<file path="src/hw/rtl/mac_keyed_target_table_assert.svh">
// Assertion macros for the MAC keyed target table.
`ifndef MAC_KEYED_TARGET_TABLE_ASSERT_SVH
`define MAC_KEYED_TARGET_TABLE_ASSERT_SVH
`ifndef SYNTHESIS
`define MKT_ASSERT(label, clk, rst, prop, msg) \
   label: assert property (@(posedge clk) disable iff (rst) prop) else $error(msg);
`define MKT_ASSERT_ALWAYS(label, clk, prop, msg) \
   label: assert property (@(posedge clk) prop) else $error(msg);
`else
`define MKT_ASSERT(label, clk, rst, prop, msg)
`define MKT_ASSERT_ALWAYS(label, clk, prop, msg)
`endif
`endif

</file>
<file path="src/hw/rtl/mkt_pkg.sv">
// Shared types and constants for the MAC keyed target table.
package mkt_pkg;

   localparam int SLOTS_DEFAULT = 16;
   localparam int IDX_MAX_W     = 6;
   localparam int CNT_MAX_W     = IDX_MAX_W + 1;
   localparam int MAC_W         = 48;
   localparam int TIME_W        = 32;
   localparam int HITS_W        = 32;
   localparam int SLOT_W        = 4;
   localparam int CNT_OUT_W     = 5;

   localparam logic [TIME_W-1:0] EXPIRE_RESET = 32'd10000;

   typedef enum logic {
      OP_OBSERVE = 1'b0,
      OP_SWEEP   = 1'b1
   } op_type;

   typedef enum logic {
      LINK_WIFI = 1'b0,
      LINK_BLE  = 1'b1
   } link_type;

   typedef struct packed {
      logic [MAC_W-1:0]  key;
      logic [TIME_W-1:0] stamp;
      logic [HITS_W-1:0] hits;
   } entry_type;

   typedef struct packed {
      logic                 clear;
      logic                 check;
      logic                 sweep;
      logic [IDX_MAX_W-1:0] idx;
      logic                 entry_valid;
   } scan_ctrl_type;

   typedef struct packed {
      logic                 match;
      logic [IDX_MAX_W-1:0] match_idx;
      logic [HITS_W-1:0]    match_hits;
      logic                 free_found;
      logic [IDX_MAX_W-1:0] free_idx;
      logic [IDX_MAX_W-1:0] oldest_idx;
      logic                 expired;
      logic [CNT_MAX_W-1:0] removed;
   } scan_stat_type;

endpackage

</file>
<file path="src/hw/rtl/mkt_entry_ram.sv">
// Entry store with one write port and one registered read port.
module mkt_entry_ram #(
   parameter int DEPTH = mkt_pkg::SLOTS_DEFAULT,
   parameter int IDX_W = $clog2(DEPTH)
) (
   input  logic                clock,
   input  logic                wr_en,
   input  logic [IDX_W-1:0]    wr_addr,
   input  mkt_pkg::entry_type  wr_data,
   input  logic [IDX_W-1:0]    rd_addr,
   output mkt_pkg::entry_type  rd_data
);
   import mkt_pkg::*;

   entry_type mem_ff [DEPTH];
   entry_type rd_data_ff;

   always_ff @(posedge clock) begin
      if (wr_en) begin
         mem_ff[wr_addr] <= wr_data;
      end
      rd_data_ff <= mem_ff[rd_addr];
   end

   assign rd_data = rd_data_ff;

endmodule

</file>
<file path="src/hw/rtl/mkt_scan_unit.sv">
// Shared compare unit that accumulates match, free, oldest and expiry results over a scan.
module mkt_scan_unit (
   input  logic                              clock,
   input  logic                              reset,
   input  mkt_pkg::scan_ctrl_type            ctrl,
   input  logic [mkt_pkg::MAC_W-1:0]         mac,
   input  logic [mkt_pkg::TIME_W-1:0]        now_time,
   input  logic [mkt_pkg::TIME_W-1:0]        expire_time,
   input  mkt_pkg::entry_type                rd_entry,
   output mkt_pkg::scan_stat_type            stat
);
   import mkt_pkg::*;

   logic                 match_ff;
   logic                 free_ff;
   logic [CNT_MAX_W-1:0] removed_ff;
   logic [IDX_MAX_W-1:0] match_idx_ff;
   logic [HITS_W-1:0]    match_hits_ff;
   logic [IDX_MAX_W-1:0] free_idx_ff;
   logic [IDX_MAX_W-1:0] oldest_idx_ff;
   logic [TIME_W-1:0]    oldest_time_ff;

   logic [TIME_W-1:0]    age;
   logic [TIME_W-1:0]    cmp_a;
   logic [TIME_W-1:0]    cmp_b;
   logic                 cmp_lt;
   logic                 key_hit;
   logic                 expired;
   logic                 observe_chk;

   // One comparator serves both the oldest search and the age test.
   always_comb begin
      age = now_time - rd_entry.stamp;
      if (ctrl.sweep) begin
         cmp_a = expire_time;
         cmp_b = age;
      end else begin
         cmp_a = rd_entry.stamp;
         cmp_b = oldest_time_ff;
      end
      cmp_lt      = cmp_a < cmp_b;
      key_hit     = ctrl.entry_valid && (rd_entry.key == mac);
      expired     = ctrl.check && ctrl.sweep && ctrl.entry_valid && cmp_lt;
      observe_chk = ctrl.check && !ctrl.sweep;
   end

   always_ff @(posedge clock) begin
      if (reset || ctrl.clear) begin
         match_ff   <= 1'b0;
         free_ff    <= 1'b0;
         removed_ff <= '0;
      end else if (ctrl.check) begin
         if (ctrl.sweep) begin
            removed_ff <= removed_ff + CNT_MAX_W'(expired);
         end else begin
            if (key_hit && !match_ff) begin
               match_ff <= 1'b1;
            end
            if (!ctrl.entry_valid && !free_ff) begin
               free_ff <= 1'b1;
            end
         end
      end
   end

   always_ff @(posedge clock) begin
      if (observe_chk) begin
         if (key_hit && !match_ff) begin
            match_idx_ff  <= ctrl.idx;
            match_hits_ff <= rd_entry.hits;
         end
         if (!ctrl.entry_valid && !free_ff) begin
            free_idx_ff <= ctrl.idx;
         end
         if ((ctrl.idx == '0) || cmp_lt) begin
            oldest_idx_ff  <= ctrl.idx;
            oldest_time_ff <= rd_entry.stamp;
         end
      end
   end

   always_comb begin
      stat.match      = match_ff;
      stat.match_idx  = match_idx_ff;
      stat.match_hits = match_hits_ff;
      stat.free_found = free_ff;
      stat.free_idx   = free_idx_ff;
      stat.oldest_idx = oldest_idx_ff;
      stat.expired    = expired;
      stat.removed    = removed_ff;
   end

endmodule

</file>
<file path="src/hw/rtl/mac_keyed_target_table.sv">
// Top level of the MAC keyed target table: sequencer, valid bits, counters and result register.
//
// The table holds SLOTS entries keyed by a 48-bit MAC. A request beat on req_* either
// observes a frame (operation 0) or runs an expiry sweep (operation 1). Each request
// produces exactly one response beat on rsp_*. csr_wr_en writes the expiry age in
// milliseconds from csr_wr_data at the next clock edge; write it only while the block
// is idle.
// Every request walks all slots through the single read port of the entry store and
// one shared compare unit, one slot per cycle. The response is registered in the commit
// state, after the scan and drain states, and a new request is taken only once the
// sequencer has returned to idle after that commit.
// req_ready is high only while the sequencer is idle. A finished response waits in the
// output register; the next request may be accepted and scanned meanwhile, and its
// commit stalls until the pending response beat has been taken.
// Synchronous reset empties the table, clears all counters and the response valid flag,
// and restores the expiry age to 10000 ms. The entry store needs no clearing pass
// because every slot is qualified by a valid bit.
`include "mac_keyed_target_table_assert.svh"
module mac_keyed_target_table #(
   parameter int SLOTS = mkt_pkg::SLOTS_DEFAULT
) (
   input  logic                               clock,
   input  logic                               reset,
   input  logic                               req_valid,
   output logic                               req_ready,
   input  logic                               req_operation,
   input  logic [mkt_pkg::MAC_W-1:0]          req_mac,
   input  logic [mkt_pkg::TIME_W-1:0]         req_now_time,
   input  logic                               req_link,
   output logic                               rsp_valid,
   input  logic                               rsp_ready,
   output logic [mkt_pkg::SLOT_W-1:0]         rsp_slot,
   output logic                               rsp_matched,
   output logic                               rsp_evicted,
   output logic [mkt_pkg::HITS_W-1:0]         rsp_entry_hits,
   output logic [mkt_pkg::HITS_W-1:0]         rsp_total_count,
   output logic [mkt_pkg::HITS_W-1:0]         rsp_bluetooth_count,
   output logic [mkt_pkg::HITS_W-1:0]         rsp_wifi_count,
   output logic [mkt_pkg::CNT_OUT_W-1:0]      rsp_removed_count,
   output logic [mkt_pkg::CNT_OUT_W-1:0]      rsp_active_count,
   input  logic                               csr_wr_en,
   input  logic [mkt_pkg::TIME_W-1:0]         csr_wr_data
);
   import mkt_pkg::*;

   localparam int IDX_W = $clog2(SLOTS);
   localparam int CNT_W = $clog2(SLOTS + 1);

   typedef enum logic [3:0] {
      ST_IDLE   = 4'b0001,
      ST_SCAN   = 4'b0010,
      ST_DRAIN  = 4'b0100,
      ST_COMMIT = 4'b1000
   } state_type;

   state_type            state_ff, state_in;
   logic [SLOTS-1:0]     entry_valid_ff;
   logic [IDX_W-1:0]     rd_idx_ff;
   logic [IDX_W-1:0]     chk_idx_ff;
   logic                 chk_ff;
   logic                 chk_valid_ff;
   logic [CNT_W-1:0]     active_ff, active_in;
   logic [HITS_W-1:0]    total_ff, total_in;
   logic [HITS_W-1:0]    ble_ff, ble_in;
   logic [HITS_W-1:0]    wifi_ff, wifi_in;
   logic [TIME_W-1:0]    expire_ff;

   op_type               op_ff;
   link_type             link_ff;
   logic [MAC_W-1:0]     mac_ff;
   logic [TIME_W-1:0]    now_ff;

   logic                 rsp_valid_ff;
   logic [SLOT_W-1:0]    rsp_slot_ff;
   logic                 rsp_matched_ff;
   logic                 rsp_evicted_ff;
   logic [HITS_W-1:0]    rsp_hits_ff;
   logic [HITS_W-1:0]    rsp_total_ff;
   logic [HITS_W-1:0]    rsp_ble_ff;
   logic [HITS_W-1:0]    rsp_wifi_ff;
   logic [CNT_OUT_W-1:0] rsp_removed_ff;
   logic [CNT_OUT_W-1:0] rsp_active_ff;

   logic                 req_fire;
   logic                 commit_go;
   logic                 scan_last;
   logic                 is_sweep;
   logic [IDX_W-1:0]     pick_idx;
   logic [HITS_W-1:0]    new_hits;
   logic                 ram_wr_en;
   entry_type            ram_wr_data;
   entry_type            ram_rd_data;
   scan_ctrl_type        scan_ctrl;
   scan_stat_type        scan_stat;

   assign req_ready = (state_ff == ST_IDLE);
   assign req_fire  = req_valid && req_ready;
   assign commit_go = (state_ff == ST_COMMIT) && (!rsp_valid_ff || rsp_ready);
   assign scan_last = (rd_idx_ff == IDX_W'(SLOTS - 1));
   assign is_sweep  = (op_ff == OP_SWEEP);

   always_comb begin
      state_in = state_ff;
      unique case (state_ff)
         ST_IDLE: begin
            if (req_fire) begin
               state_in = ST_SCAN;
            end
         end
         ST_SCAN: begin
            if (scan_last) begin
               state_in = ST_DRAIN;
            end
         end
         ST_DRAIN: begin
            state_in = ST_COMMIT;
         end
         ST_COMMIT: begin
            if (commit_go) begin
               state_in = ST_IDLE;
            end
         end
         default: begin
            state_in = ST_IDLE;
         end
      endcase
   end

   always_comb begin
      scan_ctrl.clear       = req_fire;
      scan_ctrl.check       = chk_ff;
      scan_ctrl.sweep       = is_sweep;
      scan_ctrl.idx         = IDX_MAX_W'(chk_idx_ff);
      scan_ctrl.entry_valid = chk_valid_ff;
   end

   mkt_scan_unit u_scan (
      .clock       (clock),
      .reset       (reset),
      .ctrl        (scan_ctrl),
      .mac         (mac_ff),
      .now_time    (now_ff),
      .expire_time (expire_ff),
      .rd_entry    (ram_rd_data),
      .stat        (scan_stat)
   );

   always_comb begin
      if (scan_stat.match) begin
         pick_idx = scan_stat.match_idx[IDX_W-1:0];
         new_hits = scan_stat.match_hits + HITS_W'(1);
      end else if (scan_stat.free_found) begin
         pick_idx = scan_stat.free_idx[IDX_W-1:0];
         new_hits = HITS_W'(1);
      end else begin
         pick_idx = scan_stat.oldest_idx[IDX_W-1:0];
         new_hits = HITS_W'(1);
      end
      ram_wr_en         = commit_go && !is_sweep;
      ram_wr_data.key   = mac_ff;
      ram_wr_data.stamp = now_ff;
      ram_wr_data.hits  = new_hits;
   end

   mkt_entry_ram #(
      .DEPTH (SLOTS),
      .IDX_W (IDX_W)
   ) u_ram (
      .clock   (clock),
      .wr_en   (ram_wr_en),
      .wr_addr (pick_idx),
      .wr_data (ram_wr_data),
      .rd_addr (rd_idx_ff),
      .rd_data (ram_rd_data)
   );

   always_comb begin
      active_in = active_ff;
      total_in  = total_ff;
      ble_in    = ble_ff;
      wifi_in   = wifi_ff;
      if (is_sweep) begin
         active_in = active_ff - scan_stat.removed[CNT_W-1:0];
      end else begin
         if (!scan_stat.match && scan_stat.free_found) begin
            active_in = active_ff + CNT_W'(1);
         end
         total_in = total_ff + HITS_W'(1);
         if (link_ff == LINK_BLE) begin
            ble_in = ble_ff + HITS_W'(1);
         end else begin
            wifi_in = wifi_ff + HITS_W'(1);
         end
      end
   end

   always_ff @(posedge clock) begin
      if (reset) begin
         state_ff       <= ST_IDLE;
         entry_valid_ff <= '0;
         rd_idx_ff      <= '0;
         chk_ff         <= 1'b0;
         active_ff      <= '0;
         total_ff       <= '0;
         ble_ff         <= '0;
         wifi_ff        <= '0;
         expire_ff      <= EXPIRE_RESET;
         rsp_valid_ff   <= 1'b0;
      end else begin
         state_ff <= state_in;
         chk_ff   <= (state_ff == ST_SCAN);
         if (req_fire) begin
            rd_idx_ff <= '0;
         end else if ((state_ff == ST_SCAN) && !scan_last) begin
            rd_idx_ff <= rd_idx_ff + IDX_W'(1);
         end
         if (scan_stat.expired) begin
            entry_valid_ff[chk_idx_ff] <= 1'b0;
         end
         if (commit_go) begin
            if (!is_sweep) begin
               entry_valid_ff[pick_idx] <= 1'b1;
            end
            active_ff <= active_in;
            total_ff  <= total_in;
            ble_ff    <= ble_in;
            wifi_ff   <= wifi_in;
         end
         if (csr_wr_en) begin
            expire_ff <= csr_wr_data;
         end
         if (commit_go) begin
            rsp_valid_ff <= 1'b1;
         end else if (rsp_ready) begin
            rsp_valid_ff <= 1'b0;
         end
      end
   end

   always_ff @(posedge clock) begin
      chk_idx_ff   <= rd_idx_ff;
      chk_valid_ff <= entry_valid_ff[rd_idx_ff];
      if (req_fire) begin
         op_ff   <= op_type'(req_operation);
         link_ff <= link_type'(req_link);
         mac_ff  <= req_mac;
         now_ff  <= req_now_time;
      end
      if (commit_go) begin
         rsp_total_ff  <= total_in;
         rsp_ble_ff    <= ble_in;
         rsp_wifi_ff   <= wifi_in;
         rsp_active_ff <= CNT_OUT_W'(active_in);
         if (is_sweep) begin
            rsp_slot_ff    <= '0;
            rsp_matched_ff <= 1'b0;
            rsp_evicted_ff <= 1'b0;
            rsp_hits_ff    <= '0;
            rsp_removed_ff <= CNT_OUT_W'(scan_stat.removed);
         end else begin
            rsp_slot_ff    <= SLOT_W'(pick_idx);
            rsp_matched_ff <= scan_stat.match;
            rsp_evicted_ff <= !scan_stat.match && !scan_stat.free_found;
            rsp_hits_ff    <= new_hits;
            rsp_removed_ff <= '0;
         end
      end
   end

   assign rsp_valid           = rsp_valid_ff;
   assign rsp_slot            = rsp_slot_ff;
   assign rsp_matched         = rsp_matched_ff;
   assign rsp_evicted         = rsp_evicted_ff;
   assign rsp_entry_hits      = rsp_hits_ff;
   assign rsp_total_count     = rsp_total_ff;
   assign rsp_bluetooth_count = rsp_ble_ff;
   assign rsp_wifi_count      = rsp_wifi_ff;
   assign rsp_removed_count   = rsp_removed_ff;
   assign rsp_active_count    = rsp_active_ff;

   `MKT_ASSERT(a_active_tracks_valid, clock, reset, (state_ff == ST_IDLE) |-> ($countones(entry_valid_ff) == int'(active_ff)), "active count differs from valid bits")
   `MKT_ASSERT(a_expire_only_in_scan, clock, reset, scan_stat.expired |-> ((state_ff == ST_SCAN) || (state_ff == ST_DRAIN)), "expiry outside of a scan")
   `MKT_ASSERT(a_match_not_evict, clock, reset, rsp_valid_ff |-> !(rsp_matched_ff && rsp_evicted_ff), "response both matched and evicted")
   `MKT_ASSERT_ALWAYS(a_active_bounded, clock, reset || (int'(active_ff) <= SLOTS), "active count above table size")

endmodule
</file>
<file path="config.mk">
export PLATFORM = sky130hd
export DESIGN_NAME = mac_keyed_target_table
export DESIGN_NICKNAME = d
export VERILOG_FILES = /design/src/hw/rtl/mkt_pkg.sv /design/src/hw/rtl/mkt_entry_ram.sv /design/src/hw/rtl/mkt_scan_unit.sv /design/src/hw/rtl/mac_keyed_target_table.sv
export VERILOG_INCLUDE_DIRS = /design/src /design/src/hw/rtl
export SDC_FILE = /design/constraint.sdc
export NUM_CORES = 2
export LEC_CHECK = 0
export ABC_AREA = 1
export BUFFER_PORTS_ARGS = -buffer_cell sky130_fd_sc_hd__buf_2
export CORE_MARGIN = 1
export CORE_UTILIZATION = 60
export CTS_CLUSTER_DIAMETER = 100
export DETAILED_ROUTE_END_ITERATION = 6
export GPL_TIMING_DRIVEN = 0
export PLACE_DENSITY = 0.76
export SLEW_MARGIN = 5
export SYNTH_ARGS = -nofsm -noshare
export SYNTH_HDL_FRONTEND = slang
export SYNTH_SLANG_ARGS = --single-unit
export TNS_END_PERCENT = 5
</file>
<file path="constraint.sdc">
create_clock -name clock -period 14.61 [get_ports clock]
set_input_delay 0.7305 -clock clock [delete_from_list [all_inputs] [get_ports clock]]
set_output_delay 0.7305 -clock clock [all_outputs]
set_load 0.02 [all_outputs]
</file>
* After elaboration in Yosys (flattened, before gate mapping)
Memories as Yosys holds them, arrays and structs flattened. A register that Yosys moved wholly into a read port is not among the register bits.
Index checks and enable logic that the tools add are counted.
** Storage, ports and cells
- Memories :: 1
- RAM bits :: 1792
- Flip-flop bits (word level) :: 475
- Bits of input ports :: 119
- Output and inout bits :: 146
- Logic and storage cells :: 126
** Memory list
- u_ram.mem_ff :: depth 16, width 112, rd ports 1, clocked after Yosys merged registers in 1, write ports 1, RTL line mkt_entry_ram.sv:15 : entry_type mem_ff [DEPTH];
** Operators by class
- Equal/unequal tests :: 9
- Reductions and logical operators :: 34
- Bitwise operators :: 4
- Mux-type cells :: 30
- $lt $le $gt $ge :: 6
- Add/sub/neg operators :: 9
** Operators by type and width (number)
- $mux W32 :: 8
- $add A32 B1 Y32 const B :: 4
- $mux W16 :: 4
- $eq A48 B48 Y1 :: 1
- $lt A32 B32 Y1 :: 1
- $sub A32 B32 Y32 :: 1
- $mux W4 :: 5
- $and A16 B16 Y16 :: 1
- $not A16 Y16 :: 1
- $or A16 B16 Y16 :: 1
- $pmux W4 S4 :: 1
- $logic_and A1 B1 Y1 :: 15
- $lt A4 B5 Y1 const B :: 3
- $mux W5 :: 2
- $reduce_and A3 Y1 :: 3
- $demux W1 S4 :: 2
- $eq A4 B4 Y1 const B :: 2
- $ge A4 B1 Y1 const B :: 2
- $reduce_and A2 Y1 :: 4
- $add A7 B1 Y7 :: 1
- $mux W1 :: 7
- $logic_not A1 Y1 :: 6
- $logic_not A6 Y1 :: 1
- $add A5 B1 Y5 const B :: 1
- other kinds (12) :: 15

* Depth between registers and ports, before layout
- Depth after elaboration :: 11
- Mapped depth :: 31
- Depth with buffers taken out :: 30

* Modules after synthesis
A second synthesis with hierarchy kept.
** Unflattened totals
- Cells, all modules :: 10334
- Area, all modules :: 103958.5 µm²
** By module, submodules not included
- mkt_entry_ram :: cells an instance 7347, area each 78783.1 µm², instances 1
- mac_keyed_target_table :: cells an instance 2013, area each 17705.7 µm², instances 1
- mkt_scan_unit :: cells an instance 974, area each 7469.7 µm², instances 1

* Worst setup path after synthesis
No wires, ideal clock.
- Path type :: input-to-reg
- Start point :: input rsp_ready
- End point :: memory u_ram.mem_ff[0][0] (netlist name), enable pin
- Setup slack :: 7756 ps
- Data arrival time :: 6270 ps
- Cell stages on the path :: 8
- Data required time :: 14025 ps
- Path through :: nor2_1 > nor2_4 > inv_2 > buf_2 > buf_2 > nor2_1 > nand3_1 > nor2_1
** Between the ends
- Word-level cells in the longest chain between the ends :: 5
** Ends and longest elaborated chain
- start, declared :: RTL line mac_keyed_target_table.sv:31 : input logic rsp_ready,
- $logic_or A1 B1 Y1 :: RTL line mac_keyed_target_table.sv:98 : assign commit_go = (state_ff == ST_COMMIT) && (!rsp_valid_ff || rsp_ready);
- $logic_and A1 B1 Y1 :: RTL line mac_keyed_target_table.sv:98
- $logic_and A1 B1 Y1 :: RTL line mac_keyed_target_table.sv:159 : ram_wr_en = commit_go && !is_sweep;
- $mux W1 :: RTL line mkt_entry_ram.sv:19 : if (wr_en) begin
- $mux W1 (not written as such) :: RTL line mkt_entry_ram.sv:20 : mem_ff[wr_addr] <= wr_data;
- end, declared :: RTL line mkt_entry_ram.sv:15
No other way between the ends.

* Final worst setup path
- Start point :: register op_ff, in the netlist is_sweep
- End point :: register u_scan.removed_ff[4]
** Between the ends
- Word-level cells in the longest chain between the ends :: 4
- Elaborated cells between the ends (all ways) :: 8
** Ends and longest elaborated chain
- start, declared :: RTL line mac_keyed_target_table.sv:68 : op_type op_ff;
- start signal, assigned :: RTL line mac_keyed_target_table.sv:244 : op_ff <= op_type'(req_operation);
- $mux W32 / $logic_and A1 B1 Y1 (equally long branches) :: RTL line mkt_scan_unit.sv:34, mkt_scan_unit.sv:43
- $lt A32 B32 Y1 / $logic_and A1 B1 Y1 (equally long branches) :: RTL line mkt_scan_unit.sv:41, mkt_scan_unit.sv:43
- $logic_and A1 B1 Y1 :: RTL line mkt_scan_unit.sv:43 : expired = ctrl.check && ctrl.sweep && ctrl.entry_valid && cmp_lt;
- $add A7 B1 Y7 :: RTL line mkt_scan_unit.sv:54 : removed_ff <= removed_ff + CNT_MAX_W'(expired);
- end signal, assigned :: RTL line mkt_scan_unit.sv:54
- end, declared :: RTL line mkt_scan_unit.sv:16 : logic [CNT_MAX_W-1:0] removed_ff;
Parallel ways exist; a longest one is shown, timed or not.
A chain may end at the register's enable or synchronous reset.

==> results.md <==
- Largest net degree at the start of global routing: a little over 70
- Critical path's slowest cell: clkbuf_1
- Worst clock skew: roughly 44 ps
- Max-cap violation count: 2
- Drt first pass iters: 6
- Vias/cell: about 6.4
- Layout area overhead: 15.2%
- EDFF count, synth: about 2,100
- Worst setup SP type: register
- Final WL: roughly 290,000 um
- Vias in the first global route: 64,721
- Worst vdd ir: between 0.0001 and 0.00015 V
- Sequential share of power: between 50% and 60%
- Nets: a little over 8,000
- PwrDens: between 100 and 150 nW/um^2
- CP arrival: roughly 8000 ps
- Root Driver: clkbuf_16
- Reg2Reg Capture Point: u_scan.removed_ff[4]
- CTS tree: yes
- Clk slew on worst S/H paths: roughly 70 ps
- Overflow after GRT: 0
- GRT Overall Usage: between 30% and 40%
- Reg2reg start: is_sweep
- Violated checks: max-capacitance violations, max-slew violations
- RD Place Congestion: just over 0.9
- Drt first-iter violations: 9,723
- Internal power: roughly 11,000 uW
- Post-synth net total: roughly 7,600
- Core Box Area: approximately 160,000 sq um
- Die Area: 160,000 sq um
- Max Clock Freq: around 0.14 GHz
- PostCTS Resize Cnt: 0
- Syn avg cell area: around 13 sq um
- Top post-synthesis cells by area: edfxtp_1 66%, dfxtp_1 6.0%, nor2_1 4.9%
- Mapped Area: roughly 95,000 sq um
- Die extent in y: 400 um
- Share of layout cells above drive strength 1: ~11%
- Sw Ratio: 21.9%
- Crit Path Class: register to register
- Tcrit/Tclk final: roughly 49%
- WL/cell: ~28 um
- Gate power share: under 10%
- Critical Path End: u_scan.removed_ff[4]
- Cells along the critical path: buf_2 > clkbuf_1 > clkbuf_1 > nand2_1 > nand2_1 > ha_1 > nand2_1 > nor2_1 > nand4_1 > o21ba_2 > nor2_1 > buf_2 > nand2_1 > nor3_1 > ha_1 > ha_1 > nand2_1 > nor2_1 > a21oi_1 > nor3b_1
- IO Pins: approximately 270
- RSZ-0062 raised after global routing: false
- NetSw: around 3100 uW
- DP Wirelength: about 190,000 um
- Largest family of logic cells by synthesized area: simple AND/OR/NAND/NOR gates
- Initial Utilization: 60.7%
- CP bufs+invs: 4
- Crit-path most repeated cell: nand2_1
- Tightest Pin Transition: approximately 1600 ps
- Cell variety after synth: between 50 and 60
- Top cell type's share of synthesized area: about two thirds
- Crit path max-delay family: simple AND/OR/NAND/NOR gates
- H-tree lvl count: 4
- Setup TNS: 0 ps
- Hold Vio Cnt, Final: 0
- P_leak: 0.0380 uW
- Setup violations, final: 0
- Rel. slew slack: -6.15%
- Power Total: 14,000 uW
- Synth Instances: roughly 7,400
- Crit. path cell count: 20
- Reg with most FFs: u_ram.mem_ff
- Compound-cell area share of the yosys netlist: 9.28%
- Register-to-Register Path Depth: 20
- Clock network power share: a little over two fifths
- Syn. warnings: 0
- CP Max Fanout: 10
- Min cycle time layout: roughly 7200 ps
- Die W: ~400 um
- CP Capture Type: register
- Global-route wire length before repair: 416,000 um
- DRC viols: 0
- Mux share of post-synthesis cell area: between 2 and 2.5%
- Synthesized-area fraction occupied by adder cells: between 1 and 1.5%
- Worst setup startpoint: is_sweep
- Yosys reg bits: around 2,400
- Number of flip-flops in the largest register: 1,792
- Worst R2R Setup Slack: ~7400 ps
- Clk sinks: between 2,000 and 2,500
- Outcome: finished with violations
- Routed vias: 66,720
- Sequential area share after synthesis: about 72%
- Clock Latency Late Sink: around 890 ps
- Row cnt: ~150
- Initial antenna violation count: 22
- XOR/XNOR share of the synthesized area: under 10%
- Final ANT Viol Nets: 0
- CTS Buf Count: roughly 220
- Fin. max-slew vios: 21
- Max Buffers Root-to-Sink: 3
- CP peak stage delay: between 1000 and 1500 ps
- Top_reg_cell synth: edfxtp_1
- Ys async rst share: 0%
- Port Buf Inserts: roughly 260
- Required @ worst endpoint: ~15,000 ps
- Worst hold path type: input port to register
- Synth area leader: edfxtp_1
- Simple-gate share of the synthesized area: about 11%
## per-stage QoR
stage	std cells	utilization, %	instance area, sq um	hold slack (ps)	setup slack [ps]
after floorplan	7443	-	95100	329	7760
after global placement	9764	63.2	99000	336	1970
after detailed placement	9862	64.7	101000	345	7910
after CTS	10356	69.9	110000	5.21	7790
after global routing	10360	69.9	110000	39.0	7480
final	10365	69.9	110000	50.0	7440
## what timing repair did
action                                  CTS  global route
buffers inserted                          0             0
hold endpoints to repair                 69             0
hold buffers                             69             0
endpoints found under the setup margin    0             0
## power by group through the flow
stage | clock [uW] | sequential (uW) | combinational (uW)
floorplan | 0 | 7630 | 275
global placement | 0 | 7690 | 448
detailed placement | 0 | 7690 | 463
CTS | 5930 | 7540 | 482
global route | 6190 | 7550 | 527
finish | 5940 | 7540 | 494
## cell usage after synthesis, drive strengths merged (5+ instances only)
cell    count
a211oi      6
a21oi     173
and3        7
buf       138
clkbuf    280
dfxtp     283
edfxtp   2094
ha         74
inv       383
mux2i     199
nand2     656
nand3     287
nand3b      5
nand4      80
nor2     1253
nor3       88
nor3b       7
nor4       47
o211ai     40
o21a        7
o21ai     671
o21bai     13
o221ai    191
o32ai     263
or2        35
xnor2      29
xor2      111
## routing by layer
layer,vias to the layer above,GRT usage [%],wire length (um)
met5,-,0,93
met4,16,18.9,16000
met3,834,7.39,33900
met1,32476,46.6,105000
met2,4749,55.2,132000
li1,28645,-,-
## worst min-delay path by stage
stage                      from            end  slack (ps)  cells after the start
2_1_floorplan      rd_idx_ff[2]  chk_idx_ff[2]         330                      0
3_3_place_gp       rd_idx_ff[2]  chk_idx_ff[2]         340                      0
3_5_place_dp       rd_idx_ff[2]  chk_idx_ff[2]         350                      0
4_1_cts        req_now_time[10]     now_ff[10]           5                      1
5_1_grt              req_mac[7]      mac_ff[7]          40                      1
6_report       req_now_time[14]     now_ff[14]          50                      1
## cell families (layout without fill, tap and decap cells)
logic type,count (synthesis),in the layout
flip-flops,2377,2377
AO/OA/AOI/OAI,1381,1381
buffers and inverters,804,1659
other,0,9
AND/OR/NAND/NOR,2466,2466
XOR/XNOR,140,140
multiplexers,199,199
adder cells (fa/ha/maj),76,76
## final cells by class
cell class / count / area, sq um
Timing Repair Buffer: 430 / 4110
Clock buffer: 290 / 6050
Clock inverter: 135 / 1500
Tap cell: 2058 / 2570
Antenna cell: 9 / 22.5
Multi-Input combinational cell: 4262 / 23600
Buffer: 418 / 1750
Inverter: 386 / 1450
Fill cell: 10290 / 47100
Sequential cell: 2377 / 68500
## cells in the final DEF (no fill, tap or decap), drive strengths merged, types with 97 or more instances in the layout
master,count
nor2,1253
buf,499
o221ai,191
clkinv,97
xor2,111
inv,391
clkbuf,570
edfxtp,2094
nand2,656
dfxtp,283
o32ai,263
o21ai,671
a21oi,173
mux2i,199
nand3,287
Power figures use the tool's default switching activity.
